[config.mk]
export PLATFORM = sky130hd
export DESIGN_NAME = vtna_sqrt_cell
export DESIGN_NICKNAME = d
export VERILOG_FILES = /design/src/hw/rtl/vtna_sqrt_cell.sv
export SDC_FILE = /design/constraint.sdc
export NUM_CORES = 1
export LEC_CHECK = 0
export BUFFER_PORTS_ARGS = -buffer_cell sky130_fd_sc_hd__buf_2
export CORE_AREA = 10 10 143 145
export DETAILED_ROUTE_END_ITERATION = 8
export DIE_AREA = 0 0 153 155
export SYNTH_ARGS = -nofsm -noshare
export SYNTH_HDL_FRONTEND = slang
export SYNTH_SLANG_ARGS = --single-unit
[constraint.sdc]
create_clock -name clk -period 0.8 [get_ports clk]
set_clock_uncertainty 0.05 [all_clocks]
set_input_delay 0.16 -clock clk [delete_from_list [all_inputs] [get_ports clk]]
set_output_delay 0.16 -clock clk [all_outputs]
set_load 0.01 [all_outputs]
[src/hw/rtl/vtna_sqrt_cell.sv]
`timescale 1ns / 1ps
`default_nettype none
// ----------------------------------------------------------------------------
// vtna_sqrt_cell
// One cell of the square root chain: decides one root bit and passes the
// remainder, the partial root and a side word to the next cell.
// ----------------------------------------------------------------------------
module vtna_sqrt_cell #(
	parameter int VW  = 64,
	parameter int RW  = 32,
	parameter int K   = 0,
	parameter int SBW = 1
) (
	input  logic           clk,
	input  logic           arst_n,
	input  logic           en,
	input  logic           valid_i,
	input  logic [VW-1:0]  val_i,
	input  logic [RW-1:0]  root_i,
	input  logic [SBW-1:0] sb_i,
	output logic           valid_o,
	output logic [VW-1:0]  val_o,
	output logic [RW-1:0]  root_o,
	output logic [SBW-1:0] sb_o
);

	logic [VW-1:0]  trial;
	logic           take;
	logic           valid_q;
	logic [VW-1:0]  val_q;
	logic [RW-1:0]  root_q;
	logic [SBW-1:0] sb_q;

	// The partial root only has bits above K, so the increment of its square
	// is a plain OR of two shifted terms.
	assign trial = (VW'(root_i) << (K + 1)) | (VW'(1) << (2 * K));
	assign take  = val_i >= trial;

	always_ff @(posedge clk or negedge arst_n) begin
		if (!arst_n) begin
			valid_q <= 1'b0;
		end else if (en) begin
			valid_q <= valid_i;
		end
	end

	always_ff @(posedge clk) begin
		if (en) begin
			val_q  <= take ? val_i - trial : val_i;
			root_q <= take ? (root_i | (RW'(1) << K)) : root_i;
			sb_q   <= sb_i;
		end
	end

	assign valid_o = valid_q;
	assign val_o   = val_q;
	assign root_o  = root_q;
	assign sb_o    = sb_q;

endmodule
`default_nettype wire

==> results.md <==
- Outcome: finished, violations left
- Failing checks: negative hold slack, negative setup slack
- Final HPWL DP: 16,660 µm
- Most common cell after layout, fill and taps aside: buf_4
- Clk_lat worst skew: approximately 0.36 ns
- Combinational share of power: 0.335
- Crit Path Class: input pin to flip-flop
- Syn Area/Cell: roughly 10 µm²
- Final Setup Violations: 163
- DRC viols: 0
- Clock share of power: 0.278
- Initial core utilization: 0.3413
- Critical path's slowest cell: or4_4
- Synth top area cells: edfxtp_1 48%, ha_1 6.9%, xnor2_1 5.8%, o21ai_0 4.2%, nand2_1 3.9%
- Mapped Area: ~6000 µm²
- Starting DRT DRC Count: 253
- Worst Setup Start Kind: input pin
- Switching share of total power: 0.2989
- Hold Vio Cnt, Final: 1
- Antenna viol nets, final: 0
- CP Capture Type: flip-flop
- Seq pwr share: 0.387
- Multi-input gate area in the final layout: 3796 µm²
- Drt wl/cell: 17.64 µm
- Non-filler cells, final: 1,271
- Worst Path Arrival: ~2.6 ns
- Area Growth Syn to Fin: 81.29%
- Storage cell area: between 2000 and 3000 µm²
- Rows: 49
- Core footprint: 17,660 µm²
- Yosys cell types: 56
- Delay-heaviest family, CP: simple AND/OR/NAND/NOR gates
- Yosys top cell by area: edfxtp_1
- Diodes inserted: 0
- Post-route setup TNS: -132.57 ns
- Synth Net Count: a little over 700
- Worst hold slack: -0.02170 ns
- Yosys warning total: 0
- Die Wd: between 150 and 200 µm
- Synth top area share: 0.4834
- Worst slew pin tran: approximately 0.51 ns
- TritonRoute pass-1 iters: 5
- Leakage: 0.004673 µW
- Num CTS Buffers: 9
- Critical path's most frequent cell: buf_6
- Unrepaired setup endpoints after global routing: yes
- First-pass GRT wire length: 34,020 µm
- Final core utilization: 0.6187
- Slowest stage delay, CP: 0.53 ns
- GRT overflow: 0
- P_sw: 5003 µW
- #FFs+latches synth: 98
- Worst endpoint required time: 0.87 ns
- Worst Hold Class: input pin to flip-flop
- Crit Path Max Fanout: 8
- Hold_buf cts: 33
- Gate Count Post-Synth: a little under 600
- Layout cells sized above 1: 0.5739
- Routability congestion estimate: 0.8991
- DR vias/cell: 4.948
- Tcrit/Tclk final: 3.117
- Total Routing Usage GR: 0.1763
- Seq/Total Area, Yosys: 0.4875
- Clock slew seen by the registers of the worst setup and hold paths: 0.07 ns
- I/O Buffers: 198
- Critical path buffer and inverter count: 5
- Commonest cells after routing, fill and taps aside: 206 x buf_4, 171 x buf_2, 97 x edfxtp_1
- Fill count: 1,462
- Final net count: approximately 1,200
- Initial antenna violation count: 0
- Pwr Total: 16,740 µW
- Clk root buf: clkbuf_16
- MaxCap Viol Count: 0
- H-tree Lvls: 3
- Die Span Y: 155 µm
- Vias: 6,289
- Largest net degree at the start of global routing: about 40
- Number of global-route vias before repair: between 6,000 and 7,000
- TritonCTS clock tree: built
- Number of synthesized flops with an enable pin: 97
- VDD IR max: 1.067 mV
- Slew Limit Fails: 0
- Cell Int Power: about 12,000 µW
- Placed cells: ~1,200
- CTS sink cnt: 98
- Max Root-Sink Buffers: 2
- Fmax: 401.0 MHz
- Setup WS post-layout: -1.694 ns
- Ys flop type: edfxtp_1
- Final WL: 22,430 µm
- CP cell instances: buf_6 -> or4_4 -> or4_4 -> nor4_4 -> nand3_2 -> nor3_4 -> buf_6 -> buf_6 -> a211oi_4 -> buf_6 -> buf_6 -> nand2_4 -> xnor2_1
- I/O pin total: 199
- Power per cell area: between 1500 and 2000 nW/µm²
- Die Area: 23,720 µm²
- Max-slew headroom: 0.6538
- Ys async rst share: 0.01020
- Minimum clock period: approximately 2.5 ns
## flip-flops by register name, summed over array words and instances (netlist names)
signal / count
root_o: 32
sb_o: 1
val_o: 64
valid_o: 1
## cells in the mapped netlist, types with 2 or more instances
library cell  count
or4_1             3
nor2_1           32
or3_1             8
inv_1            37
a311oi_1          2
o21bai_1          4
buf_4             2
nor3_1           19
o2111ai_1         2
nor3b_1           2
nor4_1            8
a221o_1           2
a21o_1            7
nor4_2            2
nand3b_1          2
nand2_1          63
mux2_2            5
a21boi_0          2
ha_1             33
xnor2_1          40
o21ai_0          51
or4_4             2
a21oi_1          38
a211oi_1          4
nor3_2            2
xor2_1           22
nand4_1          19
edfxtp_1         97
o211ai_1          4
a221oi_1          3
buf_2             8
nand3_1          13
o21a_1           10
nand2b_1          4
nor2b_1           2
a211o_1           2
clkbuf_1         12
## power groups by stage
stage	registers [µW]	clock network [µW]	logic, µW
after floorplan	6910	0	1680
after global placement	6570	0	4450
after detailed placement	6590	0	4480
after CTS	6470	4750	5170
after global routing	6530	4900	6080
final	6470	4660	5610
## worst paths after layout
| path | to | from | slack [ns] | depth (start not counted) |
|---|---|---|---|---|
| max | val_o[39] | val_i[57] | -1.69 | 13 |
| min | valid_o | valid_i | -0.02 | 2 |
| max reg2reg | valid_o | valid_o | 0.01 | 1 |
| min reg2reg | valid_o | valid_o | 0.46 | 1 |
| max in group asynchronous | valid_o | arst_n | 0.56 | 2 |
| min in group asynchronous | valid_o | arst_n | 0.06 | 2 |
## kinds of logic after synthesis
logic type,Yosys count,synth area share
compound gates,140,0.1422
xor+xnor,62,0.09012
fa+ha+maj,34,0.07184
buf+inv,61,0.04215
flops,98,0.4875
mux,6,0.01121
simple gates,186,0.1549
## layer usage
metal,vias to the layer above,part of all wire,global-route usage
li1,3070,-,-
met1,3013,0.41,0.2060
met2,176,0.52,0.3137
met3,30,0.054,0.03888
met4,0,0.019,0.05722
met5,-,0,0
## per-stage QoR
step,setup slack (ns),instance area (µm²)
finish,-1.694,10920
global route,-1.769,10920
CTS,-1.678,10410
detailed placement,-2.262,8852
global placement,-2.204,8852
floorplan,-1.864,6178
## timing repair
action | 4_1_cts | 5_1_grt
hold endpoints to repair | 34 | 1
cloned | 3 | 3
gates resized for setup | 154 | 111
pin swaps | 52 | 63
buffers inserted | 21 | 16
setup endpoints to repair | 163 | 164
## layout make-up
type	instances	share of cell area
inverters	37	0.01363
multi-input cells	428	0.3475
clock inverters	7	0.007674
flip-flops and latches	98	0.2689
clock buffers	9	0.02062
repair buffers	463	0.3154
well taps	229	0.02623
Power figures use the tool's default switching activity.
