**src/hw/rtl/vtna_div_cell.sv**
```systemverilog
`timescale 1ns / 1ps
`default_nettype none
// ----------------------------------------------------------------------------
// vtna_div_cell
// One cell of the restoring divider chain: one quotient bit per lane against
// a shared divisor.
// ----------------------------------------------------------------------------
module vtna_div_cell #(
	parameter int LANES = 1,
	parameter int DW    = 32,
	parameter int QW    = 17,
	parameter bit SHIFT = 1'b1,
	parameter int SBW   = 1
) (
	input  logic                        clk,
	input  logic                        arst_n,
	input  logic                        en,
	input  logic                        valid_i,
	input  logic [LANES-1:0][DW:0]      rem_i,
	input  logic [LANES-1:0][QW-1:0]    quo_i,
	input  logic [DW-1:0]               div_i,
	input  logic [SBW-1:0]              sb_i,
	output logic                        valid_o,
	output logic [LANES-1:0][DW:0]      rem_o,
	output logic [LANES-1:0][QW-1:0]    quo_o,
	output logic [DW-1:0]               div_o,
	output logic [SBW-1:0]              sb_o
);

	logic [LANES-1:0][DW:0]   sh;
	logic [LANES-1:0][DW:0]   rem_n;
	logic [LANES-1:0][QW-1:0] quo_n;
	logic [LANES-1:0]         ge;
	logic                     valid_q;
	logic [LANES-1:0][DW:0]   rem_q;
	logic [LANES-1:0][QW-1:0] quo_q;
	logic [DW-1:0]            div_q;
	logic [SBW-1:0]           sb_q;

	always_comb begin
		for (int l = 0; l < LANES; l++) begin
			sh[l]    = SHIFT ? {rem_i[l][DW-1:0], 1'b0} : rem_i[l];
			ge[l]    = sh[l] >= {1'b0, div_i};
			rem_n[l] = ge[l] ? sh[l] - {1'b0, div_i} : sh[l];
			quo_n[l] = {quo_i[l][QW-2:0], ge[l]};
		end
	end

	always_ff @(posedge clk or negedge arst_n) begin
		if (!arst_n) begin
			valid_q <= 1'b0;
		end else if (en) begin
			valid_q <= valid_i;
		end
	end

	always_ff @(posedge clk) begin
		if (en) begin
			rem_q <= rem_n;
			quo_q <= quo_n;
			div_q <= div_i;
			sb_q  <= sb_i;
		end
	end

	assign valid_o = valid_q;
	assign rem_o   = rem_q;
	assign quo_o   = quo_q;
	assign div_o   = div_q;
	assign sb_o    = sb_q;

endmodule
`default_nettype wire

```
**config.mk**
```make
export PLATFORM = sky130hd
export DESIGN_NAME = vtna_div_cell
export DESIGN_NICKNAME = d
export VERILOG_FILES = /design/src/hw/rtl/vtna_div_cell.sv
export SDC_FILE = /design/constraint.sdc
export NUM_CORES = 1
export LEC_CHECK = 0
export BUFFER_PORTS_ARGS = -buffer_cell sky130_fd_sc_hd__buf_2
export CORE_ASPECT_RATIO = 1.75
export CORE_MARGIN = 3
export CORE_UTILIZATION = 46
export DETAILED_ROUTE_END_ITERATION = 16
export PLACE_DENSITY = 0.84
export SKIP_LAST_GASP = 1
export SYNTH_ARGS = -nofsm -noshare
export SYNTH_HDL_FRONTEND = slang
export SYNTH_SLANG_ARGS = --single-unit
```
**constraint.sdc**
```tcl
create_clock -name clk -period 0.8 [get_ports clk]
set_input_delay 0.16 -clock clk [delete_from_list [all_inputs] [get_ports clk]]
set_output_delay 0.16 -clock clk [all_outputs]
set_load 0.01 [all_outputs]
```
==> results of run 1 <==
[state kept, by name, summed over array words and instances, names as in the netlist]
register and flops:
rem_o 33, div_o 32, sb_o 1, quo_o 17, valid_o 1
[how the worst max path moves through the flow]
| stage | startpoint | cells after the start | to |
|---|---|---|---|
| after floorplan | div_i[4] | 10 | rem_o[13]$_DFFE_PP_ |
| after global placement | div_i[4] | 12 | rem_o[31]$_DFFE_PP_ |
| after detailed placement | div_i[4] | 12 | rem_o[31]$_DFFE_PP_ |
| after CTS | rem_i[6] | 10 | rem_o[29]$_DFFE_PP_ |
| after global routing | div_i[14] | 14 | rem_o[31]$_DFFE_PP_ |
| final | div_i[14] | 14 | rem_o[31]$_DFFE_PP_ |
[through the flow]
step           TNS [ps]  instance area, µm²
6_report         -62240                8100
5_1_grt          -66860                8100
4_1_cts          -62610                7790
3_5_place_dp     -64950                7000
3_3_place_gp     -60770                7000
2_1_floorplan    -48410                5140
[timing repair]
item,CTS,global route
resized for setup,43,54
endpoints found under the setup margin,118,118
hold endpoints to repair,20,0
hold buffers,20,0
pin swaps,15,25
setup buffers,11,11
cloned,1,0
[routing by layer]
layer  GRT usage  vias up  routed length [µm]
met5           0        -                   0
met4       0.126        0                 765
met3      0.0343       65                 895
met2       0.576      245               10400
met1       0.281     2427                5920
li1            -     2285                   -
[cell type report]
cell class / count / area (µm²) / area share
repair buffers: 326 / 2300 / 0.284
inverters: 45 / 196 / 0.0242
clock inverters: 6 / 56.3 / 0.00695
well taps: 127 / 159 / 0.0196
clock buffers: 10 / 229 / 0.0283
multi-input cells: 304 / 2640 / 0.326
flip-flops and latches: 84 / 2520 / 0.311
[power groups by stage]
stage	logic [mW]	registers, mW	clock network, mW
3_3_place_gp	4.00	5.65	0
3_5_place_dp	4.14	5.67	0
6_report	4.93	5.59	4.07
5_1_grt	5.24	5.64	4.28
2_1_floorplan	1.85	5.94	0
4_1_cts	4.52	5.58	4.08
[kinds of logic (layout without fill, tap and decap cells)]
logic type,after synthesis,in the layout
mux,11,11
xor+xnor,26,26
flops,84,84
buf+inv,54,387
compound gates,142,142
simple gates,92,92
fa+ha+maj,33,33
[cell usage after synthesis, drive strengths merged, types with 2 or more instances]
master	instances	area share
o22ai	2	0.0026
nand4	6	0.0077
nor2b	3	0.0039
o21ai	25	0.029
a31oi	3	0.0039
and3	5	0.0064
nand2	21	0.016
inv	45	0.035
a21boi	3	0.0046
nor3b	2	0.0031
nor3	2	0.0021
mux2	11	0.026
clkbuf	4	0.0031
buf	5	0.0085
xor2	11	0.020
or3	4	0.0052
a21oi	55	0.057
xnor2	15	0.027
o21a	3	0.0046
o21bai	3	0.0046
nand3	2	0.0021
nand2b	6	0.0077
edfxtp	83	0.51
and2	4	0.0052
o211ai	4	0.0062
o2111ai	2	0.0036
a31o	5	0.0090
a21o	24	0.037
ha	32	0.082
a211oi	6	0.0093
nor2	33	0.026
[critical path, stage by stage]
cell	delay (ps)
buf_2	110
inv_1	120
ha_4	230
a21oi_2	170
buf_4	130
o211ai_1	140
a21oi_2	190
o21ai_4	100
a31oi_4	230
o21ai_4	110
buf_4	170
buf_16	130
buf_4	130
a31o_1	160
[placed cells by master (no fill, tap or decap), types with 15 or more instances in the layout]
master         count
buf_2            150
buf_4            129
edfxtp_1          83
a21oi_1           41
inv_1             35
nor2_1            31
a21o_1            24
dlygate4sd3_1     20
nand2_1           19
ha_4              19
buf_6             17
o21ai_0           16
xnor2_1           15
==> results.md, run 1 <==
- CP startpoint kind: input pin
- Sw Ratio: 0.307
- Portion of netlist area occupied by mux cells: 0.0255
- Die H: 142 µm
- Hold Path Origin: quo_i[12]
- Final Worst Setup Slack: -1380 ps
- Sequential cell area fraction in the yosys report: 0.519
- CP Capture Type: flip-flop
- Total gr overflow: 0
- CORE AREA: 0.0103 mm²
- Crit path max fanout: 7
- Critical Path RT: 900 ps
- Std-Cell Rows: 49
- First-pass detailed-route iteration total: 5
- Filler instances: 631
- Simple-gate portion of the synthesized area: 0.0915
- Cell-internal power: 10.1 mW
- Worst r2r src: valid_o$_DFFE_PN0P_
- Max VDD drop: 0.00143 V
- Clock Pin Slew Worst Setup and Hold Paths: 70 ps
- Total nets after synthesis: 562
- Synth Area in Compound Gates: 0.184
- Gate power share: 0.338
- Flops & latches, synth: 84
- Clock skew: 0 ps
- Worst Hold Endpoint: quo_o[13]$_DFFE_PP_
- Vias: 5,022
- Die width: 83.6 µm
- Longest Clk Path Bufs: 2
- TritonCTS clock tree: yes
- Drt first-iter violations: 416
- Initial Utilization: 0.471
- Hold WS: 0.934 ps
- Total Routing Usage GR: 0.285
- Final HPWL DP: 12,400 µm
- Detail Route Antenna Nets: 0
- Root buffer cell: clkbuf_16
- Ant diodes: 0
- Syn Inst Count: 442
- Adder-Cell Fraction of Synth Area: 0.0866
- Max Slew Vio Count: 0
- Failing checks: negative setup slack
- Hold Vio Cnt, Final: 0
- FFs w/ async S/R, synth: 0.0119
- Dominant combinational cell family by area after synthesis: compound AO/OA/AOI/OAI gates
- Final Cycle Share: 2.73
- Fin util: 0.787
- R2R Setup Slk: 20 ps
- HP Class: input pin to flip-flop
- Post-Synth XOR/XNOR Area: 0.0469
- Fmax: 458 MHz
- Area grow syn2layout: 67.0%
- Post-Place Cells: 845
- Worst Hold Depth: 1
- Reg2Reg Depth: 1
- Max Cap Viol: 0
- H-tree depth: 3
- Routability cong.: 0.898
- Worst r2r dst: valid_o$_DFFE_PN0P_
- Post-synth EDFFs: 83
- First-pass GRT wire length: 26,500 µm
- Run status: finished, violations left
- Num CTS Buffers: 9
- CP Class: input pin to flip-flop
- Arrival @ worst endpoint: 2290 ps
- Rel. slew slack: 0.738
- Syn. warnings: 0
- WL/cell: 20.0 µm
- Full die area: 0.0119 mm²
- Vias in the first global route: 5,218
- Seq pwr share: 0.383
- Psw: 4.48 mW
- Ports: 171
- Pin count of the biggest net entering global routing: 41
- Setup-failing EPs final: 118
- Clk Latency, worst-skew pair: 340 ps
- DP Worst Slack: -2010 ps
- RSZ-0062 raised after global routing: true
- Fin nets: 890
- Finished Layout Cells: 902
- Antenna violations before repair: 0
- Residual DRC count: 0
- Pleak: 3.73 nW
- Mapped Area: 0.00485 mm²
- IO Port Bufs: 168
- CTS Sinks: 84
- Tightest Pin Transition: 392 ps
- Clock Power Share: 0.279
- Overall Power: 14.6 mW
- Pwr Density: 1800 mW/mm²
- Syn avg cell area: 11.0 µm²
- Share of post-route cells with drive strength above 1: 0.526
- Netlist cell types: 50
- Top_reg_cell synth: edfxtp_1
- Post-Route WL: 18,000 µm
- Vias per cell: 5.57
- Min Tclk post-route: 2180 ps
Power figures use the tool's default switching activity.
==> run 2, diff against run 1 <==
--- a/config.mk
+++ b/config.mk
@@ -8,9 +8,9 @@
 export BUFFER_PORTS_ARGS = -buffer_cell sky130_fd_sc_hd__buf_2
 export CORE_ASPECT_RATIO = 1.75
 export CORE_MARGIN = 3
-export CORE_UTILIZATION = 46
+export CORE_UTILIZATION = 51
 export DETAILED_ROUTE_END_ITERATION = 16
-export PLACE_DENSITY = 0.84
+export PLACE_DENSITY = 0.87
 export SKIP_LAST_GASP = 1
 export SYNTH_ARGS = -nofsm -noshare
 export SYNTH_HDL_FRONTEND = slang
==> constraint.sdc (replaced) <==
create_clock -name clk -period 2.5 [get_ports clk]
set_input_delay 0.5 -clock clk [delete_from_list [all_inputs] [get_ports clk]]
set_output_delay 0.5 -clock clk [all_outputs]
set_load 0.01 [all_outputs]
==> run 2 against run 1 <==
The flow still finishes with violations (negative setup slack); highest routed layer unchanged; design area shrank 7.5%; largest cell class is now flip-flops and latches; global-route usage is 0.27 points lower; worst hold slack better by 320 ps; sequential power down 68%; sequential share of layout area increased by 2.5 points.
==> results.md, run 2 (synthesized netlist as in run 1, its figures left out) <==
- CP Class: input pin to flip-flop
- IO Port Bufs: 168
- Residual DRC count: 0
- Ports: 171
- Slowest cell delay on critical path: 370 ps
- Hold Vio Cnt, Final: 0
- Detail Route Antenna Nets: 0
- Post-Route WL: 15,500 µm
- Std-Cell Rows: 46
- Pwr Density: 620 mW/mm²
- Clock Pin Slew Worst Setup and Hold Paths: 70 ps
- Initial Utilization: 0.530
- Ant diodes: 0
- Die H: 135 µm
- Routability cong.: 0.876
- Area grow syn2layout: 54.5%
- Full die area: 0.0108 mm²
- Critical Path RT: 2590 ps
- CP startpoint kind: input pin
- Setup-failing EPs final: 7
- R2R Setup Slk: 1770 ps
- Clock skew: 0 ps
- H-tree depth: 3
- TritonCTS clock tree: yes
- Num CTS Buffers: 9
- Min Tclk post-route: 2550 ps
- Clk Latency, worst-skew pair: 340 ps
- Fin util: 0.819
- Total Routing Usage GR: 0.282
- Fin nets: 840
- Pleak: 3.48 nW
- Pin count of the biggest net entering global routing: 39
- First-pass detailed-route iteration total: 5
- CP Cell Sequence: buf_2, ha_4, nand2_4, or3_4, a31o_4, o21ai_4, a31oi_4, o21ai_4, buf_12, buf_12, mux2_4
- First-pass GRT wire length: 23,300 µm
- Share of post-route cells with drive strength above 1: 0.497
- Overall Power: 4.65 mW
- Vias in the first global route: 4,861
- CTS Sinks: 84
- Antenna violations before repair: 0
- Crit path max fanout: 5
- Longest Clk Path Bufs: 2
- Final HPWL DP: 11,500 µm
- WL/cell: 18.4 µm
- CP Capture Type: flip-flop
- Total gr overflow: 0
- Die width: 79.7 µm
- Vias: 4,670
- Commonest non-fill, non-tap cell in the layout: buf_2
- Run status: finished, violations left
- Number of flip-flops under the largest register name: 33
- Drt first-iter violations: 304
- CORE AREA: 0.00915 mm²
- Failing checks: negative setup slack
- Vias per cell: 5.53
- Rel. slew slack: 0.652
- RSZ-0062 raised after global routing: true
- Fmax: 392 MHz
- Max Cap Viol: 0
- Most frequent cells in the layout: buf_2, buf_4, edfxtp_1
- Final Worst Setup Slack: -50.4 ps
- Root buffer cell: clkbuf_16
- Tightest Pin Transition: 521 ps
- Worst path slowest cell: or3_4
- Arrival @ worst endpoint: 2640 ps
- Final Cycle Share: 1.02
- HP Class: input pin to flip-flop
- Max VDD drop: 0.000481 V
- Max Slew Vio Count: 0
## run 2: cell count changes in the layout (fill, tap and decap cells not counted), sizes merged
| cell | delta |
|---|---|
| clkbuf | -1 |
| bufinv | +2 |
| buf | -31 |
| dlygate4sd3 | -19 |
| inv | -1 |
## run 2: report_power, final
part / internal [mW] / total (mW) / switching, mW
Clock: 0.883 / 1.47 / 0.592
Sequential: 1.74 / 1.79 / 0.0436
Combinational: 0.688 / 1.39 / 0.702
## run 2: what timing repair did
action | CTS | global route
buffers inserted | 10 | 2
resized for setup | 39 | 41
hold buffers | 1 | 0
pin swaps | 13 | 19
hold endpoints to repair | 1 | 0
setup endpoints to repair | 20 | 31
gates cloned | 0 | 0
## run 2: final timing paths
path                                     start                   to  depth (start not counted)
min reg2reg                valid_o$_DFFE_PN0P_  valid_o$_DFFE_PN0P_                          1
max reg2reg                valid_o$_DFFE_PN0P_  valid_o$_DFFE_PN0P_                          1
min in group asynchronous               arst_n  valid_o$_DFFE_PN0P_                          2
max                                   rem_i[7]  rem_o[14]$_DFFE_PP_                         11
min                                   div_i[6]   div_o[6]$_DFFE_PP_                          1
max in group asynchronous               arst_n  valid_o$_DFFE_PN0P_                          2
## run 2: area by class of cell
class                           count  area [µm²]
Multi-Input combinational cell    304        2510
Timing Repair Buffer              276        1800
Inverter                           45         196
Fill cell                         513        1650
Clock buffer                        9         225
Sequential cell                    84        2520
Tap cell                          120         150
Clock inverter                      7        98.8
## run 2: layer usage
metal | wire (µm) | up-vias | global-route usage
li1 | - | 2195 | -
met1 | 5240 | 2241 | 0.293
met2 | 9070 | 203 | 0.550
met3 | 800 | 31 | 0.0334
met4 | 405 | 0 | 0.120
met5 | 0 | - | 0
## run 2: per-stage QoR
stage	TNS, ps	cell area [µm²]	worst slack [ps]	std cells	hold WS [ps]
6_report	-198	7500	-50.4	845	325
5_1_grt	-808	7500	-98.6	845	319
4_1_cts	-208	7330	-44.9	844	317
3_5_place_dp	-13660	6750	-588	819	279
3_3_place_gp	-11380	6750	-539	819	276
2_1_floorplan	-2690	5040	-196	442	204
## run 2: worst max-delay path, delay by kind of cell
| kind | cells | cell delay [ps] |
|---|---|---|
| AO/OA/AOI/OAI | 4 | 730 |
| AND/OR/NAND/NOR | 2 | 430 |
| multiplexers | 1 | 300 |
| buffers and inverters | 3 | 400 |
| adder cells (fa/ha/maj) | 1 | 290 |
